--- config.mk ---
export PLATFORM = sky130hd
export DESIGN_NAME = ttcb_ram
export DESIGN_NICKNAME = d
export VERILOG_FILES = /design/src/hw/rtl/ttcb_ram.sv
export SDC_FILE = /design/constraint.sdc
export NUM_CORES = 1
export LEC_CHECK = 0
export CAP_MARGIN = 25
export CORE_UTILIZATION = 38
export CTS_CLUSTER_DIAMETER = 50
export DETAILED_ROUTE_END_ITERATION = 16
export DONT_BUFFER_PORTS = 1
export SLEW_MARGIN = 20
export SYNTH_ARGS = -nofsm -noshare
export SYNTH_HDL_FRONTEND = slang
export SYNTH_SLANG_ARGS = --single-unit
--- constraint.sdc ---
create_clock -name clock -period 3.3 [get_ports clock]
set_input_delay 0.165 -clock clock [delete_from_list [all_inputs] [get_ports clock]]
set_output_delay 0.165 -clock clock [all_outputs]
set_load 0.005 [all_outputs]
--- src/hw/rtl/ttcb_ram.sv ---
`default_nettype none
// ----------------------------------------------------------------------------
// ttcb_ram: generic single-port RAM
// One access per cycle, write or read; read data registered and held.
// ----------------------------------------------------------------------------
module ttcb_ram #(
   parameter int WIDTH = 8,
   parameter int DEPTH = 16
) (
   input  wire logic                     clock,
   input  wire logic                     en,
   input  wire logic                     we,
   input  wire logic [$clog2(DEPTH)-1:0] addr,
   input  wire logic [WIDTH-1:0]         wdata,
   output logic      [WIDTH-1:0]         rdata
);

   logic [WIDTH-1:0] mem [DEPTH];

   always_ff @(posedge clock) begin
      if (en) begin
         if (we) begin
            mem[addr] <= wdata;
         end else begin
            rdata <= mem[addr];
         end
      end
   end

endmodule

`default_nettype wire

After elaboration in Yosys (flattened, before gate mapping). Memories as Yosys holds them, arrays and structs flattened. A register that Yosys moved wholly into a read port is not among the register bits. Cells that the tools add are included.

Add/subtract/negate cells: 0. Multipliers: 0. Div/mod/pow operators: 0. $lt $le $gt $ge: 0. Eq/ne operators: 0. Shift operators: 0. Muxes and demuxes: 3. Bitwise gates (word level): 1. Reduce and logical (&&, ||, !) cells: 1.

Operators by type and width (number): $mux W1 (3); $reduce_and A2 Y1 (1); $not A1 Y1 (1).

Flip-flop bits (word level): 0. Latch bits: 0. Memory bits (writable): 128. Memory bits (read-only): 0. Input port bits: 15. Output and inout port bits: 8. Word-level logic and storage cells: 6. Memories kept: 1.

Memory list: mem (words 16, width 8, read ports 1, clocked after Yosys merged registers in 1, write ports 1, line 18) `logic [WIDTH-1:0] mem [DEPTH];`.

Logic depth before layout (Yosys ltp).
Depth in word-level cells: 3. Mapped depth: 5. Depth with buffers taken out: 3.

Worst setup path before layout. No wires, ideal clock.

Kind: input to register. From: input port addr[0]. To: memory mem[0][0] (enable). Library setup time: 0.383 ns. Arrival: 1.504 ns. Required time: 2.917 ns. Path slack: 1.413 ns. Stages on the path: 4. Buffers on the path: 2. Cell sequence: buf_6 buf_2 or3_1 nor3_1.

RTL lines: start, declared (line 13) `input wire logic [$clog2(DEPTH)-1:0] addr,`; end, declared (line 18).

No word-level cell before the write port.

==> results.cfg <==
[clock_network]
cts_tree = yes
cts-root-buf = clkbuf_16
htreeDepth = 4
cts.clk_slew.worst_paths_ns = 0.06
cts.sinks = 136
clkLatencyLatePin_ns = 0.41
clockBufferDepth = 2
ctsResizeCount = 0
cts_buffers = 17

[synthesis]
async_flop_share_pct = 0
syn-num-nets = 249
synthesis.instances = 234
yosysTopAreaCell = edfxtp_1
syn_area_um2 = 5238
synth-main-ff-cell = edfxtp_1
yosysTopAreaCellShare_pct = 77.97
yosys-top-cells-count = edfxtp_1 (136), a22oi_1 (16), mux4_1 (16), mux4_2 (16), nor2_1 (13)
synth_area_leaders = edfxtp_1 (78%), mux4_1 (8.0%), mux4_2 (6.9%)
ys_seq_area_share_pct = 77.97
avgSynthCellArea_um2 = 22.38
synth.ff_latch_count = 136
yosysUniqueCellTypes = 18
yosys_warnings = 0
synth_edf_count = 136
synth.most_common_cell = edfxtp_1

[sta]
fmax_mhz = 637.8
rsz0062_at_grt = false
setup_slack_ns = 1.732
setup_violations = 0
hold_violations = 0
post-route-period-util_pct = 47.52
drv_slew = 0
fin_hold_ws_ns = 0.02672
fin_skew_ns = 0.005999
min_period_ns = 1.568
finalSetupTns_ns = 0
relSlewSlack_pct = 43.16
tightest_slew_ns = 0.8508

[worst_setup_path]
critPathArrivalTime_ns = 1.72
r2r_cells = 3
path_max_fanout = 1
rrSetupSlack_ns = 1.73
crit_path_start_kind = register
cp-end-kind = register
r2r-end = rdata[7]
required_ns = 3.45
r2r_start = mem[9][7]
crit_type = register to register

[grt]
grt_max_degree = 37
grt_antenna_before_repair = 0
busiest_layer = met2
use_met2_pct = 22.64
track_usage_pct = 15.31
use_met1_pct = 20.99
gr-total-overflow = 0
grt_pass1_wl_um = 14950
grtUsageMet3_pct = 4.598
grt_pass1_vias = 2409

[floorplan]
initial_utilization_pct = 39.24
coreArea_um2 = 13350
die_y_um = 119.4
die_x_um = 119.4
io_pins = 23
fp.dieArea_um2 = 14260
rows = 42

[finish]
fin_nets = 266
syn2layout_area_growth_pct = 17.75
final_cell_area_um2 = 6167
diodes = 0
drive_above_1_share_pct = 18.18

[hold_path]
hold_depth = 1
min_path_type = input pin to register
min_to = mem[3][6]
hold_start = addr[3]

[drt]
detail-route-antenna-nets = 0
post_drt_wl_per_cell_um = 22.57
dr.pass1.iters = 4
wirelength_um = 9930
drc = 0
post_drt_via_cell_ratio = 5.291
via_count = 2328
drt-initial-drc-count = 232

[run]
maxCapViolations = 0

[outcome]
status = finished clean

[power_and_ir_drop]
p_sw_share_pct = 17.55
leakage_nw = 1.985
combPwrFrac_pct = 3.0
p_int_mw = 3.471
vdd_drop_max_mv = 0.3615
pwr-share-clk_pct = 51.1
total_power_mw = 4.210
power_density_nw_per_um2 = 682.6
p_sw_mw = 0.7386
seqPwrFrac_pct = 46.0

[placement]
place_ws_ns = 1.546
dp_hpwl_um = 5984
gp_congestion = 0.7265
io_buffers = 0
placed_cell_area_um2 = 5401
-- cell families (layout without fill, tap and decap cells) --
group | Yosys count | in the layout | synth area share (%)
muxes | 32 | 32 | 14.91
and+or+nand+nor | 37 | 37 | 3.321
AOI/OAI and AO/OA | 16 | 16 | 2.293
DFF | 136 | 136 | 77.97
buffers and inverters | 13 | 43 | 1.505
-- metrics by stage --
step	utilization, %	cells
5_1_grt	46.20	440
3_3_place_gp	40.47	400
4_1_cts	46.17	440
6_report	46.20	440
2_1_floorplan	-	234
3_5_place_dp	40.47	400
-- registers in the layout, summed over array words and instances, names as in the netlist --
register and cells:
mem 128, rdata 8
-- area by class of cell --
| class | count | area [um^2] |
|---|---|---|
| Clock inverter | 14 | 251.5 |
| Multi-Input combinational cell | 85 | 1080 |
| Timing Repair Buffer | 11 | 102.6 |
| Sequential cell | 136 | 4084 |
| Tap cell | 176 | 220.2 |
| Fill cell | 1121 | 7181 |
| Clock buffer | 18 | 429.2 |
-- metal layers --
metal	part of all wire, %	vias up
met5	0	-
met4	1.6	0
met3	6.2	14
met2	48	67
met1	45	1210
li1	-	1037
-- critical path, stage by stage (launching register included) --
cell      delay (ns)
edfxtp_1        0.36
mux4_1          0.57
a22oi_1         0.29
nand2_1         0.09
-- how the worst max path moves through the flow --
stage,start,endpoint,slack [ns]
finish,mem[9][7],rdata[7],1.73
global placement,addr[1],mem[12][0],1.67
detailed placement,addr[0],mem[3][0],1.55
global route,mem[1][0],rdata[0],1.70
CTS,mem[3][3],rdata[3],1.73
floorplan,addr[0],mem[0][0],1.41
-- power by group through the flow --
stage	combinational [mW]	clock [mW]	sequential, mW
final	0.125	2.15	1.94
after global routing	0.135	2.25	1.94
after CTS	0.127	2.19	1.94
after detailed placement	0.0934	0	1.97
after global placement	0.0926	0	1.97
after floorplan	0.0925	0	1.97
-- what timing repair did --
action	in CTS	in global routing
hold buffers	8	0
setup buffers	0	0
endpoints found under the hold margin	128	0
-- layout by cell type (no fill, tap or decap), drive strengths merged, types with 2 or more instances in the layout --
| master | Yosys | final |
|---|---|---|
| a22oi | 16 | 16 |
| buf | 8 | 3 |
| bufinv | 0 | 7 |
| clkbuf | 5 | 18 |
| clkinv | 0 | 5 |
| dlygate4sd3 | 0 | 8 |
| edfxtp | 136 | 136 |
| mux4 | 32 | 32 |
| nand2 | 10 | 10 |
| nand2b | 2 | 2 |
| nand4b | 2 | 2 |
| nor2 | 13 | 13 |
| nor2b | 3 | 3 |
| nor3 | 4 | 4 |
Note: power is estimated with default switching activity, not from simulation.
